[config.mk]
export PLATFORM = sky130hd
export DESIGN_NAME = latency_statistics_monitor
export DESIGN_NICKNAME = d
export VERILOG_FILES = /design/src/rtl/lsm_pkg.sv /design/src/rtl/lsm_ram.sv /design/src/rtl/lsm_div.sv /design/src/rtl/latency_statistics_monitor.sv
export SDC_FILE = /design/constraint.sdc
export NUM_CORES = 2
export LEC_CHECK = 0
export BUFFER_PORTS_ARGS = -buffer_cell sky130_fd_sc_hd__buf_2
export CAP_MARGIN = 20
export CORE_MARGIN = 5
export CORE_UTILIZATION = 46
export CTS_CLUSTER_SIZE = 8
export DETAILED_ROUTE_END_ITERATION = 16
export GPL_ROUTABILITY_DRIVEN = 1
export PLACE_DENSITY = 0.73
export SLEW_MARGIN = 10
export SYNTH_ARGS = -nofsm -noshare
export SYNTH_HDL_FRONTEND = slang
export SYNTH_SLANG_ARGS = --single-unit
[constraint.sdc]
create_clock -name i_clk -period 21 [get_ports i_clk]
set_clock_uncertainty 0.1 [all_clocks]
set_input_delay 1.05 -clock i_clk [delete_from_list [all_inputs] [get_ports i_clk]]
set_output_delay 1.05 -clock i_clk [all_outputs]
set_load 0.05 [all_outputs]
[src/rtl/lsm_pkg.sv]
`timescale 1ns / 1ps
`default_nettype none

package lsm_pkg;

    localparam int SAMPLE_W       = 31;
    localparam int DURATION_W     = 32;
    localparam int START_W        = 31;
    localparam int HEIGHT_W       = 32;
    localparam int ROWS_W         = 20;
    localparam int TOTAL_W        = 32;
    localparam int RING_DEPTH_DEF = 32;
    localparam int EWMA_SHIFT     = 4;

    typedef enum logic [1:0] {
        ST_IDLE,
        ST_UPD,
        ST_DIV
    } t_state;

    // Negative or zero durations count as one.
    function automatic logic [SAMPLE_W-1:0] floor_sample(input logic [DURATION_W-1:0] raw);
        logic [SAMPLE_W-1:0] res;
        if (raw[DURATION_W-1] || (raw == '0)) begin
            res = SAMPLE_W'(1);
        end else begin
            res = raw[SAMPLE_W-1:0];
        end
        return res;
    endfunction

endpackage

`default_nettype wire

[src/rtl/lsm_ram.sv]
`timescale 1ns / 1ps
`default_nettype none

module lsm_ram #(
    parameter int WIDTH = 31,
    parameter int DEPTH = 32
) (
    input  wire logic                     i_clk,
    input  wire logic                     i_we,
    input  wire logic [$clog2(DEPTH)-1:0] i_waddr,
    input  wire logic [WIDTH-1:0]         i_wdata,
    input  wire logic                     i_re,
    input  wire logic [$clog2(DEPTH)-1:0] i_raddr,
    output logic      [WIDTH-1:0]         o_rdata
);

    logic [WIDTH-1:0] r_mem [DEPTH];
    logic [WIDTH-1:0] r_rdata;

    always_ff @(posedge i_clk) begin
        if (i_we) begin
            r_mem[i_waddr] <= i_wdata;
        end
        if (i_re) begin
            r_rdata <= r_mem[i_raddr];
        end
    end

    assign o_rdata = r_rdata;

endmodule

`default_nettype wire

[src/rtl/lsm_div.sv]
`timescale 1ns / 1ps
`default_nettype none

// Restoring divider, one quotient bit per cycle, MSB first.
module lsm_div #(
    parameter int DVD_W = 36,
    parameter int DVS_W = 6
) (
    input  wire logic             i_clk,
    input  wire logic             i_rst_n,
    input  wire logic             i_start,
    input  wire logic [DVD_W-1:0] i_dividend,
    input  wire logic [DVS_W-1:0] i_divisor,
    output logic                  o_busy,
    output logic      [DVD_W-1:0] o_quotient
);

    localparam int CNT_W = $clog2(DVD_W + 1);

    logic [DVD_W-1:0] r_acc;
    logic [DVS_W-1:0] r_rem;
    logic [DVS_W-1:0] r_dvs;
    logic [CNT_W-1:0] r_cnt;
    logic             r_busy;

    logic [DVS_W:0]   rem_sh;
    logic [DVS_W:0]   rem_sub;
    logic             ge;
    logic [DVS_W-1:0] n_rem;
    logic [DVD_W-1:0] n_acc;

    always_comb begin
        rem_sh  = {r_rem, r_acc[DVD_W-1]};
        ge      = (rem_sh >= {1'b0, r_dvs});
        rem_sub = rem_sh - {1'b0, r_dvs};
        n_rem   = ge ? rem_sub[DVS_W-1:0] : rem_sh[DVS_W-1:0];
        // dividend bits shift out the top, quotient bits shift in below
        n_acc   = {r_acc[DVD_W-2:0], ge};
    end

    always_ff @(posedge i_clk) begin
        if (!i_rst_n) begin
            r_busy <= 1'b0;
            r_cnt  <= '0;
        end else if (i_start) begin
            r_busy <= 1'b1;
            r_cnt  <= CNT_W'(DVD_W);
        end else if (r_busy) begin
            r_cnt <= r_cnt - CNT_W'(1);
            if (r_cnt == CNT_W'(1)) begin
                r_busy <= 1'b0;
            end
        end
    end

    always_ff @(posedge i_clk) begin
        if (i_start) begin
            r_acc <= i_dividend;
            r_rem <= '0;
            r_dvs <= i_divisor;
        end else if (r_busy) begin
            r_acc <= n_acc;
            r_rem <= n_rem;
        end
    end

    assign o_busy     = r_busy;
    assign o_quotient = r_acc;

endmodule

`default_nettype wire

[src/rtl/latency_statistics_monitor.sv]
`timescale 1ns / 1ps
`default_nettype none

// Channel   Valid     Ready     Payload
// input     i_valid   o_ready   i_duration_sample, i_start_height, i_row_count
// output    o_valid   i_ready   o_total_count ... o_batch_rows
//
// An item passes from accept to result through the ring read and update, the
// bit-serial divider that forms the window average, and the load of the output
// register, which waits while the previous result is stalled by i_ready.
// One item is in flight at a time; the next is accepted once the result sits
// in the output register, even while that result is stalled by i_ready.
// Synchronous active-low reset clears the running statistics; ring contents are never
// used before written, so the ring needs no clearing.
module latency_statistics_monitor #(
    parameter int RING_DEPTH = lsm_pkg::RING_DEPTH_DEF
) (
    input  wire logic                                  i_clk,
    input  wire logic                                  i_rst_n,
    input  wire logic                                  i_valid,
    output logic                                       o_ready,
    input  wire logic signed [lsm_pkg::DURATION_W-1:0] i_duration_sample,
    input  wire logic        [lsm_pkg::START_W-1:0]    i_start_height,
    input  wire logic        [lsm_pkg::ROWS_W-1:0]     i_row_count,
    output logic                                       o_valid,
    input  wire logic                                  i_ready,
    output logic             [lsm_pkg::TOTAL_W-1:0]    o_total_count,
    output logic             [lsm_pkg::SAMPLE_W-1:0]   o_last_duration,
    output logic             [lsm_pkg::SAMPLE_W-1:0]   o_smoothed_duration,
    output logic             [lsm_pkg::SAMPLE_W-1:0]   o_peak_duration,
    output logic             [$clog2(RING_DEPTH+1)-1:0] o_window_samples,
    output logic             [lsm_pkg::SAMPLE_W-1:0]   o_window_average,
    output logic signed      [lsm_pkg::HEIGHT_W-1:0]   o_first_height,
    output logic signed      [lsm_pkg::HEIGHT_W-1:0]   o_last_height,
    output logic             [lsm_pkg::ROWS_W-1:0]     o_batch_rows
);

    localparam int S_W    = lsm_pkg::SAMPLE_W;
    localparam int SLOT_W = $clog2(RING_DEPTH);
    localparam int FILL_W = $clog2(RING_DEPTH + 1);
    localparam int SUM_W  = S_W + SLOT_W;
    localparam int H_W    = lsm_pkg::HEIGHT_W;
    localparam int T_W    = lsm_pkg::TOTAL_W;
    localparam int R_W    = lsm_pkg::ROWS_W;
    localparam int SH     = lsm_pkg::EWMA_SHIFT;

    lsm_pkg::t_state r_state, n_state;

    // item being worked on
    logic [S_W-1:0]                r_s;
    logic [lsm_pkg::START_W-1:0]   r_height;
    logic [R_W-1:0]                r_rows;

    // statistics
    logic [SLOT_W-1:0] r_slot;
    logic [FILL_W-1:0] r_fill;
    logic [SUM_W-1:0]  r_sum;
    logic [T_W-1:0]    r_total;
    logic [S_W-1:0]    r_avg;
    logic [S_W-1:0]    r_peak;
    logic [H_W-1:0]    r_low;
    logic [H_W-1:0]    r_high;

    // output register
    logic              r_out_valid;
    logic [T_W-1:0]    r_o_total;
    logic [S_W-1:0]    r_o_last;
    logic [S_W-1:0]    r_o_avg;
    logic [S_W-1:0]    r_o_peak;
    logic [FILL_W-1:0] r_o_fill;
    logic [S_W-1:0]    r_o_wavg;
    logic [H_W-1:0]    r_o_low;
    logic [H_W-1:0]    r_o_high;
    logic [R_W-1:0]    r_o_rows;

    logic              accept;
    logic              div_start;
    logic              out_load;
    logic              div_busy;
    logic [SUM_W-1:0]  div_quot;
    logic [S_W-1:0]    ring_rdata;

    logic              full;
    logic [SUM_W-1:0]  n_sum;
    logic [FILL_W-1:0] n_fill;
    logic [SLOT_W-1:0] n_slot;
    logic [S_W-1:0]    n_avg;
    logic [S_W-1:0]    n_peak;
    logic [T_W-1:0]    n_total;
    logic signed [S_W+1:0] diff;
    logic signed [S_W+1:0] step;

    assign accept = i_valid && o_ready;

    always_ff @(posedge i_clk) begin
        if (!i_rst_n) begin
            r_state <= lsm_pkg::ST_IDLE;
        end else begin
            r_state <= n_state;
        end
    end

    always_comb begin
        n_state   = r_state;
        o_ready   = 1'b0;
        div_start = 1'b0;
        out_load  = 1'b0;
        case (r_state)
            lsm_pkg::ST_IDLE: begin
                o_ready = 1'b1;
                if (i_valid) begin
                    n_state = lsm_pkg::ST_UPD;
                end
            end
            lsm_pkg::ST_UPD: begin
                div_start = 1'b1;
                n_state   = lsm_pkg::ST_DIV;
            end
            lsm_pkg::ST_DIV: begin
                if (!div_busy && (!r_out_valid || i_ready)) begin
                    out_load = 1'b1;
                    n_state  = lsm_pkg::ST_IDLE;
                end
            end
            default: begin
                n_state = lsm_pkg::ST_IDLE;
            end
        endcase
    end

    lsm_ram #(
        .WIDTH (S_W),
        .DEPTH (RING_DEPTH)
    ) u_ring (
        .i_clk   (i_clk),
        .i_we    (div_start),
        .i_waddr (r_slot),
        .i_wdata (r_s),
        .i_re    (accept),
        .i_raddr (r_slot),
        .o_rdata (ring_rdata)
    );

    // update datapath, used in ST_UPD
    always_comb begin
        full   = (r_fill == FILL_W'(RING_DEPTH));
        n_sum  = r_sum - (full ? SUM_W'(ring_rdata) : '0) + SUM_W'(r_s);
        n_fill = full ? r_fill : r_fill + FILL_W'(1);
        n_slot = (r_slot == SLOT_W'(RING_DEPTH - 1)) ? '0 : r_slot + SLOT_W'(1);
        diff   = $signed({2'b00, r_s}) - $signed({2'b00, r_avg});
        // divide by 16 toward zero: bias negatives before the shift
        if (diff < 0) begin
            step = (diff + (S_W+2)'((1 << SH) - 1)) >>> SH;
        end else begin
            step = diff >>> SH;
        end
        n_avg   = (r_total == '0) ? r_s : r_avg + step[S_W-1:0];
        n_peak  = (r_s > r_peak) ? r_s : r_peak;
        n_total = (r_total == '1) ? r_total : r_total + T_W'(1);
    end

    lsm_div #(
        .DVD_W (SUM_W),
        .DVS_W (FILL_W)
    ) u_div (
        .i_clk      (i_clk),
        .i_rst_n    (i_rst_n),
        .i_start    (div_start),
        .i_dividend (n_sum),
        .i_divisor  (n_fill),
        .o_busy     (div_busy),
        .o_quotient (div_quot)
    );

    always_ff @(posedge i_clk) begin
        if (accept) begin
            r_s      <= lsm_pkg::floor_sample(i_duration_sample);
            r_height <= i_start_height;
            r_rows   <= i_row_count;
        end
    end

    always_ff @(posedge i_clk) begin
        if (!i_rst_n) begin
            r_slot  <= '0;
            r_fill  <= '0;
            r_sum   <= '0;
            r_total <= '0;
            r_avg   <= '0;
            r_peak  <= '0;
        end else if (div_start) begin
            r_slot  <= n_slot;
            r_fill  <= n_fill;
            r_sum   <= n_sum;
            r_total <= n_total;
            r_avg   <= n_avg;
            r_peak  <= n_peak;
        end
    end

    always_ff @(posedge i_clk) begin
        if (div_start) begin
            r_low  <= H_W'(r_height) + H_W'(r_rows != '0);
            r_high <= H_W'(r_height) + H_W'(r_rows);
        end
    end

    always_ff @(posedge i_clk) begin
        if (!i_rst_n) begin
            r_out_valid <= 1'b0;
        end else if (out_load) begin
            r_out_valid <= 1'b1;
        end else if (i_ready) begin
            r_out_valid <= 1'b0;
        end
    end

    always_ff @(posedge i_clk) begin
        if (out_load) begin
            r_o_total <= r_total;
            r_o_last  <= r_s;
            r_o_avg   <= r_avg;
            r_o_peak  <= r_peak;
            r_o_fill  <= r_fill;
            r_o_wavg  <= div_quot[S_W-1:0];
            r_o_low   <= r_low;
            r_o_high  <= r_high;
            r_o_rows  <= r_rows;
        end
    end

    assign o_valid             = r_out_valid;
    assign o_total_count       = r_o_total;
    assign o_last_duration     = r_o_last;
    assign o_smoothed_duration = r_o_avg;
    assign o_peak_duration     = r_o_peak;
    assign o_window_samples    = r_o_fill;
    assign o_window_average    = r_o_wavg;
    assign o_first_height      = r_o_low;
    assign o_last_height       = r_o_high;
    assign o_batch_rows        = r_o_rows;

endmodule

`default_nettype wire

-- Word-level counts from Yosys, hierarchy flattened
Memory sizes are Yosys's and may differ from the RTL's. A register that Yosys moved wholly into a read port is not among the register bits.
Index checks and enable logic that the tools add are counted.
- bits in registers: 591
- memory bits (writable): 992
- bits in latches: 0
- bits in read-only memories: 0
- memories kept: 1
- word-level logic and storage cells: 94
- $add $sub $neg: 12
- magnitude comparators: 3
- div/mod/pow operators: 0
- eq/ne operators: 8
- bitwise operators: 2
- multiplexer cells: 24
- multiply operators: 0
- reduce and logical (&&, ||, !) cells: 16
- shift operators: 0
- memory list (memory ; depth ; width ; read ports ; clocked after memory_dff ; write ports ; RTL line ; source):
    u_ring.r_mem ; 32 ; 31 ; 1 ; 1 ; 1 ; lsm_ram.sv:17 ; logic [WIDTH-1:0] r_mem [DEPTH];
- operator list (operator ; count):
    31-bit two-way mux ; 3
    36-bit two-way mux ; 2
    32-bit zero test ; 2
    36-bit by 31-bit adder with 36-bit output ; 1
    36-bit by 31-bit subtractor with 36-bit output ; 1
    32-bit by 5-bit adder with 33-bit output (second input constant) ; 1
    31-bit by 1-bit adder with 32-bit output ; 1
    31-bit by 20-bit adder with 32-bit output ; 1
    32-bit by 1-bit adder with 32-bit output (second input constant) ; 1
    32-bit == test (second input constant) ; 1
    32-bit by 1-bit < comparator with 1-bit output (second input constant) ; 1
    31-bit by 31-bit subtractor with 32-bit output ; 1
    31-bit adder ; 1
    31-bit > comparator ; 1
    6-bit two-way mux ; 4
    20-bit nonzero test ; 1
    1-bit two-way mux ; 11
    7-bit by 6-bit greater-or-equal comparator with 1-bit output ; 1
    6-bit by 1-bit adder with 6-bit output (second input constant) ; 1
    6-bit by 1-bit == test with 1-bit output (second input constant) ; 1
    6-bit == test (second input constant) ; 1
    2-bit one-hot mux with 3 select lines ; 1
    2-bit AND reduction ; 3
    6-bit by 1-bit subtractor with 6-bit output (second input constant) ; 1
    15 further kinds ; 22

-- Longest topological paths before layout
- depth in word-level cells: 6
- mapped depth: 27

-- Cells and area by module
Synthesis repeated with hierarchy kept, for this count alone.
- cell total of the unflattened synthesis: 4877
- area total of the unflattened synthesis: 69699.3 um^2
- by module, submodules not included (module ; cells an instance ; times used ; area an instance (um^2) ; seq. area each (um^2)):
    lsm_ram ; 2192 ; 1 ; 39474.1 ; 30719.5
    latency_statistics_monitor ; 2493 ; 1 ; 27634.0 ; 14654.1
    lsm_div ; 192 ; 1 ; 2591.2 ; 1521.5

-- Worst setup path before layout
OpenSTA, ideal clock, no wires.
- path kind: input to register
- start point: input i_ready
- end point: register r_o_rows[0] (netlist: o_batch_rows[0]), enable pin
- required time: 19.693 ns
- cell stages on the path: 2
- setup slack: 0.855 ns
- arrival time: 18.838 ns
- buffers on the path: 0
- cells stage by stage: nor2b_1 -> nor3b_1
- word-level cells in the longest chain between the ends: 4
- RTL lines (what ; RTL line ; source):
    start, declared ; latency_statistics_monitor.sv:26 ; input wire logic i_ready,
    1-bit logical OR ; latency_statistics_monitor.sv:120 ; if (!div_busy && (!r_out_valid || i_ready)) begin
    1-bit logical AND ; latency_statistics_monitor.sv:120 ;
    1-bit two-way mux ; latency_statistics_monitor.sv:120 ;
    1-bit two-way mux ; latency_statistics_monitor.sv:108 ; case (r_state)
    named net out_load ; latency_statistics_monitor.sv:78 ; logic out_load;
    end signal, assigned ; latency_statistics_monitor.sv:228 ; r_o_rows <= r_rows;
    end, declared ; latency_statistics_monitor.sv:74 ; logic [R_W-1:0] r_o_rows;
The timed path passes the listed nets, and every way through them passes these cells.
A chain may end at the register's enable or synchronous reset.

-- Worst setup path after layout
- start point: register r_s[3]
- end point: register r_avg[27]
- word-level cells in the longest chain between the ends: 5
- elaborated cells between the ends (all ways): 6
- classes of those cells: add/sub: 3; order compare: 1; mux: 2
- RTL lines (what ; RTL line ; source):
    start, declared ; latency_statistics_monitor.sv:50 ; logic [S_W-1:0] r_s;
    start signal, assigned ; latency_statistics_monitor.sv:177 ; r_s <= lsm_pkg::floor_sample(i_duration_sample);
    31-bit by 31-bit subtractor with 32-bit output * ; latency_statistics_monitor.sv:150 ; diff = $signed({2'b00, r_s}) - $signed({2'b00, r_avg});
    32-bit by 5-bit adder with 33-bit output or 32-bit by 1-bit < comparator with 1-bit output (tied branches) ; latency_statistics_monitor.sv:153, latency_statistics_monitor.sv:152 ;
    31-bit two-way mux * ; latency_statistics_monitor.sv:152 ; if (diff < 0) begin
    31-bit adder * ; latency_statistics_monitor.sv:157 ; n_avg = (r_total == '0) ? r_s : r_avg + step[S_W-1:0];
    31-bit two-way mux * ; latency_statistics_monitor.sv:157 ;
    end signal, assigned ; latency_statistics_monitor.sv:196 ; r_avg <= n_avg;
    end, declared ; latency_statistics_monitor.sv:59 ; logic [S_W-1:0] r_avg;
Mark *: on every way between the ends. The rest lies on a longest branch, timed or not.

==> impl_results.md <==
* Status: completed
* Post-synth top flop: edfxtp_1
* Endpoints failing hold at 0
* Power, Total at 7.83 mW
* Fillers at 11400
* Max Slew Vio Count at 0
* Core area at around 150000 um^2
* Via count at 41300
* DR DRC count at 0
* CP arrival at 8.02 ns
* Worst Tran Pin Value at 1.14 ns
* DRT iter0 DRCs at between 5000 and 6000
* Placement Rows at 141
* Grt total ovfl at 0
* Die Wd at 395 um
* Crit. End Element: register
* First-pass GRT wire length at 272 mm
* Syn Nets at 4620
* Ys async rst share at 0%
* Synth top area share at 64.2%
* Die area at 156000 um^2
* Seq cells post-synth at around 1600
* Final WL at 186 mm
* Die Y at 395 um
* TritonCTS Buffers at 221
* GPL Wtd Cong at 0.899
* Leading cell type in the layout, fill and taps excluded: edfxtp_1
* GRT Util Overall at 23.5%
* Synth Warn # at 0
* Clock period minus worst slack at about 7.4 ns
* DRT Pass-1 Iters at 8
* Via density at 6.02
* Largest area contributor in the netlist: edfxtp_1
* Worst min-delay path class: primary input to register
* Vias in the first global route at 40500
* Leakage power at 27.3 nW
* Post-CTS Setup Bufs at 0
* Post-route ant nets at 0
* Final setup vio count at 0
* Clk Latency, worst-skew pair at 0.86 ns
* Hold Buf Count CTS at 0
* Antenna violations before repair at 10
* Max_slew headroom at 23.7%
* Worst setup path class: register to register
* Starting density of the core at 46.2%
* CTS tree: done
* Commonest non-fill, non-tap cells in the layout: edfxtp_1 (1457), buf_2 (333), nand2_1 (284)
* RSZ-0062 raised after global routing: false
* Layout cells sized above 1 at around a fifth
* Clock-pin slew on the worst setup and hold paths at 0.05 ns
* Max Cap Viol at 0
* Synth area leaders: edfxtp_1 (64%), mux4_2 (8.2%), dfxtp_1 (4.6%)
* Drt wl/cell at around 27 um
* IO buf count at 334
* Tcrit/Tclk final at 35.1%
* Top-Level Pins at 335
* Mapped Cells at 4331
* Area grow syn2layout at 15.9%
* Sequential area share after synthesis at between 60% and 70%
* Final nets at roughly 5100
* Post-detail-place hpwl at 111 mm
* Distinct cells, synth at 84
* Sink Count at between 1500 and 2000
* Cts repair resizes at 0
* Post-Syn Area at 68100 um^2
* Core Util, Final at 53.5%
* H-tree depth at 4
* Post-synth EDFFs at 1457
* Cell Pwr Density at 99.2 nW/um^2
* Fmax at 0.136 GHz
* Setup TNS at 0 ns
* Maximum VDD drop at 0.0000799 V
* Worst-path maximum fanout at 38
* Max clock buf depth at 3
* Largest net degree at the start of global routing at 156
* Syn_area_per_cell at between 15 and 20 um^2
* Startpoint types: register
* Root Driver: clkbuf_16
* CP Data Required Time at 21.65 ns
-- report_power, final --
part / internal (mW) / switching, mW / leakage [nW]
Combinational: 0.328 / 0.558 / 9.61
Sequential: 3.61 / 0.0557 / 14.6
Clock: 1.95 / 1.33 / 3.04
Total: 5.89 / 1.94 / 27.3
-- Yosys cell counts (all sizes together) (5+ instances only) --
cell type	n
a2111oi	9
a211oi	20
a21boi	57
a21o	56
a21oi	129
a221oi	6
a22oi	124
a31o	6
a31oi	20
a41oi	6
and2	103
and3	49
and4	12
buf	43
clkbuf	137
dfxtp	157
edfxtp	1457
fa	35
ha	167
inv	243
mux2i	14
mux4	248
nand2	284
nand2b	17
nand3	100
nand3b	8
nand4	75
nor2	167
nor2b	34
nor3	37
nor3b	10
nor4	24
nor4b	5
o2111ai	6
o211ai	27
o21a	24
o21ai	134
o21bai	8
o31ai	8
or2	9
or3	30
xnor2	98
xor2	78
-- critical path, stage by stage (launching register included) --
cell	delay (ns)
edfxtp_1	0.32
buf_4	0.38
ha_1	0.39
a21o_1	0.19
a21oi_1	0.34
a2111oi_0	0.23
o31a_1	0.37
o2111a_1	0.28
o21ai_1	0.30
and2_1	0.43
o21ai_0	0.23
inv_1	0.15
a21oi_1	0.07
a21oi_1	0.24
ha_1	0.30
a211oi_1	0.35
o211ai_1	0.21
a41oi_1	0.56
o211ai_1	0.27
a31oi_1	0.36
o21ai_1	0.18
o41a_1	0.39
a21oi_1	0.20
nand3b_1	0.10
a21o_1	0.17
a31oi_1	0.16
-- stage by stage --
| stage | instance area [um^2] | instances | hold WS [ns] | worst slack [ns] |
|---|---|---|---|---|
| after floorplan | 68100 | 4331 | 0.300 | 0.855 |
| after global placement | 72500 | 6510 | 0.301 | 14.02 |
| after detailed placement | 72600 | 6511 | 0.305 | 13.84 |
| after CTS | 78900 | 6853 | 0.235 | 13.77 |
| after global routing | 78900 | 6853 | 0.257 | 13.13 |
| final | 78900 | 6858 | 0.288 | 13.64 |
-- path summary, 6_finish.rpt --
path | startpoint | to | slack, ns | depth (start not counted)
max | r_s[3] | r_avg[27] | 13.64 | 25
min | i_row_count[2] | r_rows[2] | 0.29 | 1
max reg2reg | r_s[3] | r_avg[27] | 13.64 | 25
min reg2reg | r_low[0] | o_first_height[0] | 0.31 | 0
-- state kept, by name, summed over array words and instances, names as in the netlist, 32 cells and up --
| register | count |
|---|---|
| o_total_count | 32 |
| r_total | 32 |
| o_first_height | 32 |
| o_last_height | 32 |
| u_div.o_quotient | 36 |
| r_low | 32 |
| r_sum | 36 |
| u_ring.r_mem | 992 |
| r_high | 32 |
-- metal layers --
layer  part of all wire [%]  global-route usage, %  vias up
met5                      0                      0        -
met4                    4.1                   9.20        0
met3                     11                   5.43      383
met2                     47                   37.4     2524
met1                     38                   31.6    20700
li1                       -                      -    17600
-- final cells by class --
class / instances / area [um^2] / share of cell area [%]
sequential: 1614 / 46900 / 59.4
multi-input combinational: 2294 / 19900 / 25.2
clock buffer: 325 / 5970 / 7.56
timing repair buffer: 430 / 2440 / 3.09
tap: 1930 / 2410 / 3.06
inverter: 243 / 917 / 1.16
clock inverter: 17 / 394 / 0.499
antenna: 5 / 12.5 / 0.0158
-- logic make-up (layout without fill, tap and decap cells) --
kind of cell | Yosys count | after routing | synth area share [%]
muxes | 264 | 264 | 8.44
adders and majority gates | 202 | 202 | 4.10
AOI/OAI and AO/OA | 672 | 672 | 6.66
and+or+nand+nor | 979 | 979 | 7.29
xor gates and xnor gates | 177 | 177 | 2.30
other | 0 | 5 | 0
buffers and inverters | 423 | 1015 | 2.36
DFF | 1614 | 1614 | 68.9
Power figures use the tool's default switching activity.
